[config.mk]
export PLATFORM = sky130hd
export DESIGN_NAME = serial_line_editor_with_echo_flat
export DESIGN_NICKNAME = d
export VERILOG_FILES = /design/src/hdl/sle_pkg.sv /design/src/hdl/sle_if.sv /design/src/hdl/serial_line_editor_with_echo.sv /design/src/hdl/sle_ram.sv /design/src/hdl/sle_front.sv /design/src/hdl/sle_cmd_fifo.sv /design/src/hdl/sle_back.sv /design/src/flat_wrapper.sv
export VERILOG_INCLUDE_DIRS = /design/src /design/src/hdl
export SDC_FILE = /design/constraint.sdc
export NUM_CORES = 1
export LEC_CHECK = 0
export ABC_AREA = 1
export BUFFER_PORTS_ARGS = -buffer_cell sky130_fd_sc_hd__buf_4
export CAP_MARGIN = 20
export CORE_ASPECT_RATIO = 0.7
export CORE_MARGIN = 2
export CORE_UTILIZATION = 34
export CTS_CLUSTER_DIAMETER = 60
export DETAILED_ROUTE_END_ITERATION = 10
export PLACE_DENSITY = 0.5
export SLEW_MARGIN = 20
export SYNTH_ARGS = -nofsm -noshare
export SYNTH_HDL_FRONTEND = slang
export SYNTH_HIERARCHICAL = 1
export SYNTH_SLANG_ARGS = --single-unit
[constraint.sdc]
create_clock -name clk -period 3.05 [get_ports clk]
set_clock_uncertainty 0.15 [all_clocks]
set_input_delay 0.61 -clock clk [delete_from_list [all_inputs] [get_ports clk]]
set_output_delay 0.61 -clock clk [all_outputs]
set_load 0.01 [all_outputs]
[src/hdl/assert_macros.svh]
// Assertion helpers shared by the RTL. Empty under synthesis.
`ifndef ASSERT_MACROS_SVH
`define ASSERT_MACROS_SVH
`ifndef SYNTHESIS
// Property checked on every clock edge outside reset.
`define SLE_ASSERT(lbl, clk, rst, prop) \
  lbl: assert property (@(posedge clk) disable iff (rst) prop) \
    else $error("sle: assertion failed");
// Property that must hold on the cycle after reset is seen.
`define SLE_ASSERT_RST(lbl, clk, rst, prop) \
  lbl: assert property (@(posedge clk) rst |=> prop) \
    else $error("sle: reset assertion failed");
`else
`define SLE_ASSERT(lbl, clk, rst, prop)
`define SLE_ASSERT_RST(lbl, clk, rst, prop)
`endif
`endif

[src/hdl/sle_pkg.sv]
package sle_pkg;

  // Line store geometry
  localparam int LINE_SIZE = 32;
  localparam int CNT_W     = $clog2(LINE_SIZE);

  // Payload widths
  localparam int BYTE_W = 8;
  localparam int KIND_W = 2;
  localparam int LEN_W  = 5;

  // Result kinds
  localparam logic [KIND_W-1:0] KIND_ECHO = 2'd0;
  localparam logic [KIND_W-1:0] KIND_LINE = 2'd1;
  localparam logic [KIND_W-1:0] KIND_END  = 2'd2;

  // Control characters
  localparam logic [BYTE_W-1:0] CH_NUL = 8'd0;
  localparam logic [BYTE_W-1:0] CH_BEL = 8'd7;
  localparam logic [BYTE_W-1:0] CH_BS  = 8'd8;
  localparam logic [BYTE_W-1:0] CH_LF  = 8'd10;
  localparam logic [BYTE_W-1:0] CH_CR  = 8'd13;
  localparam logic [BYTE_W-1:0] CH_SP  = 8'd32;
  localparam logic [BYTE_W-1:0] CH_DEL = 8'd127;

  // Command opcodes passed from front to back
  typedef logic [1:0] op_t;
  localparam op_t OP_CHAR  = 2'd0;
  localparam op_t OP_ERASE = 2'd1;
  localparam op_t OP_CR    = 2'd2;

  typedef struct packed {
    op_t               op;
    logic [BYTE_W-1:0] data;
  } cmd_t;

  // Command queue
  localparam int CQ_DEPTH = 2;
  localparam int CQ_AW    = $clog2(CQ_DEPTH);

endpackage

[src/hdl/sle_if.sv]
// Receive channel: one byte per transaction.
interface sle_rx_if import sle_pkg::*; ();
  logic              valid;
  logic              ready;
  logic [BYTE_W-1:0] rx_byte;

  modport source (output valid, output rx_byte, input ready);
  modport sink   (input valid, input rx_byte, output ready);
endinterface

// Result channel: echo bytes, line bytes and end markers.
interface sle_tx_if import sle_pkg::*; ();
  logic              valid;
  logic              ready;
  logic [KIND_W-1:0] out_kind;
  logic [BYTE_W-1:0] out_byte;
  logic [LEN_W-1:0]  line_length;
  logic              last;

  modport source (output valid, output out_kind, output out_byte, output line_length,
                  output last, input ready);
  modport sink   (input valid, input out_kind, input out_byte, input line_length,
                  input last, output ready);
endinterface

[src/hdl/serial_line_editor_with_echo.sv]
// Serial line editor with echo. Received bytes are classified on entry and
// queued (two commands deep); the back end then edits a 32-byte line store
// and sends at most one result per cycle through a registered output, so
// up to two commands can still be queued while a result waits. A printable
// byte or a bell is queued and then executed, which also loads its echo
// into the output register; an erase with echo then passes through
// ST_ERASE_SP and ST_ERASE_BS for the rest of its echo. A carriage return
// emits the optional CR/LF echo, then the stored bytes at one per cycle
// while the output is not stalled, after priming the line store read port,
// then the end marker; an empty line needs no priming. The echo_en register
// is written through cfg_wr_en/cfg_wr_data; the user must write it only
// while the block is idle, which the block itself does not enforce.
module serial_line_editor_with_echo import sle_pkg::*; (
  input  logic     clk,
  input  logic     rst,
  input  logic     cfg_wr_en,
  input  logic     cfg_wr_data,
  sle_rx_if.sink   rx,
  sle_tx_if.source tx
);

  logic push;
  cmd_t push_cmd;
  logic pop;
  cmd_t pop_cmd;
  logic full;
  logic empty;

  sle_front u_front (
    .rx       (rx),
    .full     (full),
    .push     (push),
    .push_cmd (push_cmd)
  );

  sle_cmd_fifo u_fifo (
    .clk      (clk),
    .rst      (rst),
    .push     (push),
    .push_cmd (push_cmd),
    .pop      (pop),
    .pop_cmd  (pop_cmd),
    .full     (full),
    .empty    (empty)
  );

  sle_back u_back (
    .clk         (clk),
    .rst         (rst),
    .cfg_wr_en   (cfg_wr_en),
    .cfg_wr_data (cfg_wr_data),
    .empty       (empty),
    .cmd         (pop_cmd),
    .pop         (pop),
    .tx          (tx)
  );

endmodule

[src/hdl/sle_ram.sv]
// Generic single-port-write, single-port-read RAM with registered read.
module sle_ram #(
  parameter int WIDTH = 8,
  parameter int DEPTH = 32
) (
  input  logic                     clk,
  input  logic                     we,
  input  logic [$clog2(DEPTH)-1:0] waddr,
  input  logic [WIDTH-1:0]         wdata,
  input  logic [$clog2(DEPTH)-1:0] raddr,
  output logic [WIDTH-1:0]         rdata
);

  logic [WIDTH-1:0] mem [DEPTH];

  always_ff @(posedge clk) begin
    if (we) begin
      mem[waddr] <= wdata;
    end
    rdata <= mem[raddr];
  end

endmodule

[src/hdl/sle_front.sv]
// Accepts received bytes and turns them into commands for the back end.
module sle_front import sle_pkg::*; (
  sle_rx_if.sink rx,
  input  logic   full,
  output logic   push,
  output cmd_t   push_cmd
);

  logic is_cmd;

  // Classify the byte; NUL and LF carry no command and are dropped here
  always_comb begin
    is_cmd        = 1'b1;
    push_cmd.data = rx.rx_byte;
    push_cmd.op   = OP_CHAR;
    priority if (rx.rx_byte == CH_NUL || rx.rx_byte == CH_LF) begin
      is_cmd = 1'b0;
    end else if (rx.rx_byte == CH_CR) begin
      push_cmd.op = OP_CR;
    end else if (rx.rx_byte == CH_BS || rx.rx_byte == CH_DEL) begin
      push_cmd.op = OP_ERASE;
    end else begin
      push_cmd.op = OP_CHAR;
    end
  end

  assign rx.ready = !full;
  assign push     = rx.valid && !full && is_cmd;

endmodule

[src/hdl/sle_cmd_fifo.sv]
// Short command queue between front and back.
module sle_cmd_fifo import sle_pkg::*; (
  input  logic clk,
  input  logic rst,
  input  logic push,
  input  cmd_t push_cmd,
  input  logic pop,
  output cmd_t pop_cmd,
  output logic full,
  output logic empty
);

  cmd_t             entry [CQ_DEPTH];
  logic [CQ_AW-1:0] wr_ptr;
  logic [CQ_AW-1:0] rd_ptr;
  logic [CQ_AW:0]   fill;

  assign full    = (fill == (CQ_AW + 1)'(CQ_DEPTH));
  assign empty   = (fill == '0);
  assign pop_cmd = entry[rd_ptr];

  // Pointers and fill level
  always_ff @(posedge clk) begin
    if (rst) begin
      wr_ptr <= '0;
      rd_ptr <= '0;
      fill   <= '0;
    end else begin
      if (push) begin
        wr_ptr <= (wr_ptr == CQ_AW'(CQ_DEPTH - 1)) ? '0 : wr_ptr + 1'b1;
      end
      if (pop) begin
        rd_ptr <= (rd_ptr == CQ_AW'(CQ_DEPTH - 1)) ? '0 : rd_ptr + 1'b1;
      end
      unique case ({push, pop})
        2'b10:   fill <= fill + 1'b1;
        2'b01:   fill <= fill - 1'b1;
        default: fill <= fill;
      endcase
    end
  end

  // Storage
  always_ff @(posedge clk) begin
    if (push) begin
      entry[wr_ptr] <= push_cmd;
    end
  end

endmodule

[src/hdl/sle_back.sv]
`include "assert_macros.svh"
// Executes commands: keeps the line count, writes the line store and
// sequences echo, line and end-marker results through an output register.
module sle_back import sle_pkg::*; (
  input  logic        clk,
  input  logic        rst,
  input  logic        cfg_wr_en,
  input  logic        cfg_wr_data,
  input  logic        empty,
  input  cmd_t        cmd,
  output logic        pop,
  sle_tx_if.source    tx
);

  localparam logic [2:0] ST_IDLE     = 3'd0;
  localparam logic [2:0] ST_ERASE_SP = 3'd1;
  localparam logic [2:0] ST_ERASE_BS = 3'd2;
  localparam logic [2:0] ST_CRLF     = 3'd3;
  localparam logic [2:0] ST_LINE     = 3'd4;
  localparam logic [2:0] ST_END      = 3'd5;

  logic [2:0]       state, state_next;
  logic [CNT_W-1:0] count, count_next;
  logic [CNT_W-1:0] idx, idx_next;
  logic             primed, primed_next;
  logic             echo_en;

  logic              out_valid, out_valid_next;
  logic [KIND_W-1:0] out_kind, out_kind_next;
  logic [BYTE_W-1:0] out_byte, out_byte_next;
  logic [LEN_W-1:0]  out_len, out_len_next;
  logic              out_last, out_last_next;

  logic              out_free;
  logic              ram_we;
  logic [CNT_W-1:0]  rd_addr;
  logic [BYTE_W-1:0] rd_data;
  logic              room;

  assign out_free = !out_valid || tx.ready;
  assign pop      = (state == ST_IDLE) && !empty && out_free;
  assign room     = (count != CNT_W'(LINE_SIZE - 1));

  sle_ram #(.WIDTH(BYTE_W), .DEPTH(LINE_SIZE)) u_line_ram (
    .clk   (clk),
    .we    (ram_we),
    .waddr (count),
    .wdata (cmd.data),
    .raddr (rd_addr),
    .rdata (rd_data)
  );

  // Command sequencer
  always_comb begin
    state_next     = state;
    count_next     = count;
    idx_next       = idx;
    primed_next    = primed;
    ram_we         = 1'b0;
    rd_addr        = idx;
    out_valid_next = out_valid && !tx.ready;
    out_kind_next  = out_kind;
    out_byte_next  = out_byte;
    out_len_next   = out_len;
    out_last_next  = out_last;

    unique case (state)
      ST_IDLE: begin
        if (pop) begin
          out_kind_next = KIND_ECHO;
          out_len_next  = '0;
          unique case (cmd.op)
            OP_CHAR: begin
              out_valid_next = echo_en;
              out_last_next  = 1'b1;
              if (room) begin
                ram_we        = 1'b1;
                count_next    = count + 1'b1;
                out_byte_next = cmd.data;
              end else begin
                out_byte_next = CH_BEL;
              end
            end
            OP_ERASE: begin
              if (count != '0) begin
                count_next = count - 1'b1;
                if (echo_en) begin
                  out_valid_next = 1'b1;
                  out_byte_next  = CH_BS;
                  out_last_next  = 1'b0;
                  state_next     = ST_ERASE_SP;
                end
              end
            end
            OP_CR: begin
              idx_next    = '0;
              primed_next = 1'b0;
              if (echo_en) begin
                out_valid_next = 1'b1;
                out_byte_next  = CH_CR;
                out_last_next  = 1'b0;
                state_next     = ST_CRLF;
              end else begin
                state_next = (count != '0) ? ST_LINE : ST_END;
              end
            end
            default: begin
            end
          endcase
        end
      end
      ST_ERASE_SP: begin
        if (out_free) begin
          out_valid_next = 1'b1;
          out_byte_next  = CH_SP;
          state_next     = ST_ERASE_BS;
        end
      end
      ST_ERASE_BS: begin
        if (out_free) begin
          out_valid_next = 1'b1;
          out_byte_next  = CH_BS;
          out_last_next  = 1'b1;
          state_next     = ST_IDLE;
        end
      end
      ST_CRLF: begin
        if (out_free) begin
          out_valid_next = 1'b1;
          out_byte_next  = CH_LF;
          state_next     = (count != '0) ? ST_LINE : ST_END;
        end
      end
      ST_LINE: begin
        // read data is registered, so it is good in the cycle after the address settles
        primed_next = 1'b1;
        if (primed && out_free) begin
          out_valid_next = 1'b1;
          out_kind_next  = KIND_LINE;
          out_byte_next  = rd_data;
          out_last_next  = 1'b0;
          idx_next       = idx + 1'b1;
          rd_addr        = idx + 1'b1;
          if (idx + 1'b1 == count) begin
            state_next = ST_END;
          end
        end
      end
      ST_END: begin
        if (out_free) begin
          out_valid_next = 1'b1;
          out_kind_next  = KIND_END;
          out_byte_next  = '0;
          out_len_next   = LEN_W'(count);
          out_last_next  = 1'b1;
          count_next     = '0;
          state_next     = ST_IDLE;
        end
      end
      default: begin
        state_next = ST_IDLE;
      end
    endcase
  end

  // Control state
  always_ff @(posedge clk) begin
    if (rst) begin
      state     <= ST_IDLE;
      count     <= '0;
      idx       <= '0;
      primed    <= 1'b0;
      out_valid <= 1'b0;
      echo_en   <= 1'b0;
    end else begin
      state     <= state_next;
      count     <= count_next;
      idx       <= idx_next;
      primed    <= primed_next;
      out_valid <= out_valid_next;
      if (cfg_wr_en) begin
        echo_en <= cfg_wr_data;
      end
    end
  end

  // Output payload
  always_ff @(posedge clk) begin
    out_kind <= out_kind_next;
    out_byte <= out_byte_next;
    out_len  <= out_len_next;
    out_last <= out_last_next;
  end

  assign tx.valid       = out_valid;
  assign tx.out_kind    = out_kind;
  assign tx.out_byte    = out_byte;
  assign tx.line_length = out_len;
  assign tx.last        = out_last;

  `SLE_ASSERT_RST(a_reset_idle, clk, rst, (state == ST_IDLE) && !out_valid)
  `SLE_ASSERT(a_end_is_last, clk, rst, (out_valid && out_kind == KIND_END) |-> out_last)
  `SLE_ASSERT(a_line_not_last, clk, rst, (out_valid && out_kind == KIND_LINE) |-> !out_last)
  `SLE_ASSERT(a_flush_nonempty, clk, rst, (state == ST_LINE) |-> (count != '0 && idx != count))

endmodule
[src/flat_wrapper.sv]
// flat-port wrapper written by rule: the top's interface ports become plain ports
module serial_line_editor_with_echo_flat import sle_pkg::*;
  (clk, rst, cfg_wr_en, cfg_wr_data, rx_valid, rx_rx_byte, rx_ready, tx_valid, tx_out_kind, tx_out_byte, tx_line_length, tx_last, tx_ready);
  sle_rx_if rx_i ();
  sle_tx_if tx_i ();
  input  logic clk;
  input  logic rst;
  input  logic cfg_wr_en;
  input  logic cfg_wr_data;
  input wire logic [$bits(rx_i.valid)-1:0] rx_valid;
  input wire logic [$bits(rx_i.rx_byte)-1:0] rx_rx_byte;
  output wire logic [$bits(rx_i.ready)-1:0] rx_ready;
  output wire logic [$bits(tx_i.valid)-1:0] tx_valid;
  output wire logic [$bits(tx_i.out_kind)-1:0] tx_out_kind;
  output wire logic [$bits(tx_i.out_byte)-1:0] tx_out_byte;
  output wire logic [$bits(tx_i.line_length)-1:0] tx_line_length;
  output wire logic [$bits(tx_i.last)-1:0] tx_last;
  input wire logic [$bits(tx_i.ready)-1:0] tx_ready;
  assign rx_i.valid = rx_valid;
  assign rx_i.rx_byte = rx_rx_byte;
  assign rx_ready = rx_i.ready;
  assign tx_valid = tx_i.valid;
  assign tx_out_kind = tx_i.out_kind;
  assign tx_out_byte = tx_i.out_byte;
  assign tx_line_length = tx_i.line_length;
  assign tx_last = tx_i.last;
  assign tx_i.ready = tx_ready;
  serial_line_editor_with_echo u_core (.clk(clk), .rst(rst), .cfg_wr_en(cfg_wr_en), .cfg_wr_data(cfg_wr_data), .rx(rx_i), .tx(tx_i));
endmodule
==> impl_metrics.toml <==
[detailed_routing]
avgRoutedWirePerCell_um = 19.4
dr_total_vias = 9636
drt_iter0_drc = 886
drc_errors = 0
drt_first_pass_iters = 5
viasPerCell = 4.95
ant_nets = 0
postRouteWirelength_um = 37900

[floorplanning]
core-area_um2 = 41000
ioPinCount = 32
rows = 62
start_util_pct = 34.5
die_w_um = 248
die_h_um = 175
die_area_um2 = 43200

[final_layout]
layout_commonest_cell = "nand2_1"
utilization_pct = 39.9
nets = 1403
drive_gt1_share_pct = 15.2
final_cell_mix = "nand2_1 (440), edfxtp_1 (292), nand3_1 (217)"
syn2layout_area_growth_pct = 15.6
diodes = 0

[logic_synthesis]
yosys_most_used_dff = "edfxtp_1"
synthSimpleGateAreaFrac_pct = 24.2
netlist_area_um2 = 14100
ys_ff_latch = 321
synth-edff-count = 292
synth_nets = 1330
synthDistinctLibCells = 45
syn_avg_cell_area_um2 = 10.8
synth_adder_area_share_pct = 0.939
synthMuxAreaShare_pct = 1.06
syn_inst = 1306
seq_area_frac_synth_pct = 66.2
synthArstFlopShare_pct = 0
yosys_warnings = 6
synth_xor_area_share_pct = 0.248
synth_compound_area_share_pct = 2.00
synth_top_family_by_area = "simple AND/OR/NAND/NOR gates"

[timing]
hold_viol = 0
setup_viol = 0
slew-limit-headroom_pct = 64.5
post-route-period-util_pct = 89.9
rsz0062_at_grt = "no"
drv_slew = 0
min_period_ns = 2.74
fin_tns_setup_ns = 0
tightest_slew_ns = 0.533
max_freq_mhz = 365

[clock_tree]
path_clk_slew_ns = 0.06
clk_latency_ns = 0.53
cts_buffers = 35
cts_root_buffer = "clkbuf_16"
cts_hold_buf = 0
clk_path_buf_depth = 3
cts_sinks = 321
htree_levels = 2
cts_tree = "built"

[global_routing]
grt_max_degree = 57
grt_use_met1_pct = 28.4
grt_util_all_layers_pct = 17.9
grt_pass1_wl_um = 57800
grt_util_met3_pct = 5.45
first_global_vias = 9084
top_usage_layer = "met1"
antenna_found_initial = 1
overflow = 0
grtUsageMet2_pct = 23.4

[pwr]
power_leakage_uw = 0.00616
power_density_nw_per_um2 = 922
vdd_ir_drop_max_mv = 0.457

[critical_path]
cp.arrival_ns = 3.06
crit_required_ns = 3.37
cp_max_fo = 31
criticalPathCategory = "register to register"
cp-start-kind = "register"
cp-end-kind = "register"

[placement]
port_buffers = 31
gp_congestion = 0.877
dp_hpwl_um = 24300

[job]
maxCapViolations = 0

[min_path]
hp-class = "input pin to register"

[run_status]
status = "finished clean"
## power by group
group          leakage (uW)  internal [uW]  switching, uW  total [uW]
combinational       0.00272           1570           3430        5000
sequential          0.00288           5550            217        5770
clock              0.000559           2550           1730        4280
## cells in the mapped netlist, types with 4 or more instances
cell type | count | area, um2
o21ai_0 | 18 | 90.1
ha_1 | 9 | 113
a21oi_1 | 15 | 75.1
nor2_2 | 6 | 37.5
nand3_4 | 4 | 70.1
nand3_1 | 217 | 1090
buf_6 | 25 | 282
nand2_2 | 7 | 43.8
edfxtp_1 | 292 | 8770
nor2_1 | 80 | 300
inv_2 | 9 | 33.8
nand4_1 | 6 | 37.5
nor3_1 | 4 | 20.0
nor2_4 | 5 | 56.3
buf_4 | 13 | 97.6
dfxtp_1 | 29 | 581
inv_1 | 51 | 191
nand2_1 | 441 | 1660
buf_2 | 16 | 80.1
mux2_4 | 10 | 150
clkbuf_1 | 10 | 37.5
## stage by stage
step	hold slack (ns)	setup slack (ns)	power (uW)	cell area, um2	std cells
5_1_grt	0.114	0.128	15900	16300	1948
3_3_place_gp	0.322	0.125	10800	15200	1884
2_1_floorplan	0.300	0.339	9270	14100	1306
4_1_cts	0.0944	0.161	15100	16300	1946
3_5_place_dp	0.324	0.0884	10800	15200	1884
6_report	0.118	0.308	15100	16300	1948
## cell type report
cell class / count / area [um2]
Fill cell: 3971 / 24600
Clock buffer: 47 / 993
Tap cell: 544 / 681
Clock inverter: 15 / 160
Timing Repair Buffer: 102 / 853
Inverter: 63 / 253
Sequential cell: 321 / 9350
Multi-Input combinational cell: 856 / 4040
## layer usage
| metal | wire, um | vias to the layer above | share of wire [%] |
|---|---|---|---|
| met1 | 18900 | 4650 | 50 |
| met4 | 619 | 0 | 1.6 |
| li1 | - | 4614 | - |
| met5 | 0 | - | 0 |
| met2 | 14900 | 325 | 39 |
| met3 | 3380 | 47 | 8.9 |
## what timing repair did
item                                    in CTS  in global routing
gates resized for setup                      0                  0
endpoints found under the setup margin       0                  5
setup buffers                                0                  2
## worst paths after layout
path	from	end	slack [ns]	cells after the start
worst max-delay path	u_core/u_back/state[0]	u_core/u_back/u_line_ram/rdata[2]	0.31	17
worst min-delay path	cfg_wr_en	u_core/u_back/echo_en	0.12	2
worst max register to register	u_core/u_back/state[0]	u_core/u_back/u_line_ram/rdata[2]	0.31	17
worst min register to register	u_core/u_back/idx[4]	u_core/u_back/idx[4]	0.34	2
## state kept, by name, indices dropped and copies added, names as in the netlist, named ones only
name                            cells
u_core/u_back/u_line_ram/mem      256
u_core/u_fifo/entry                20
u_core/u_back/tx.out_byte           8
u_core/u_back/u_line_ram/rdata      8
u_core/u_back/count                 5
u_core/u_back/idx                   5
u_core/u_back/tx.line_length        5
u_core/u_back/state                 3
u_core/u_back/tx.out_kind           2
u_core/u_fifo/fill                  2
u_core/u_back/echo_en               1
u_core/u_back/primed                1
u_core/u_back/tx.last               1
u_core/u_back/tx.valid              1
u_core/u_fifo/rd_ptr                1
u_core/u_fifo/wr_ptr                1
## worst max-delay path, cell delays in order, from the launching register on
cell and delay [ns]:
dfxtp_1 0.39, inv_2 0.10, nand2_2 0.07, nor2_4 0.14, buf_4 0.17, nand2_4 0.08
a31oi_4 0.28, buf_12 0.22, buf_12 0.21, buf_4 0.17, nand2_1 0.06, nand3_1 0.08
nand3_1 0.07, nand2_1 0.12, nand2_1 0.07, nand2_1 0.08, nand2_1 0.10, nand2_1 0.08
## cell families (layout without fill, tap and decap cells)
group	count (synthesis)	after routing
AO/OA/AOI/OAI	48	48
adder cells (fa/ha/maj)	10	10
buffers and inverters	129	227
flip-flops	321	321
XOR/XNOR	4	4
AND/OR/NAND/NOR	784	784
multiplexers	10	10
No activity file was read; power rests on OpenSTA's default activity.
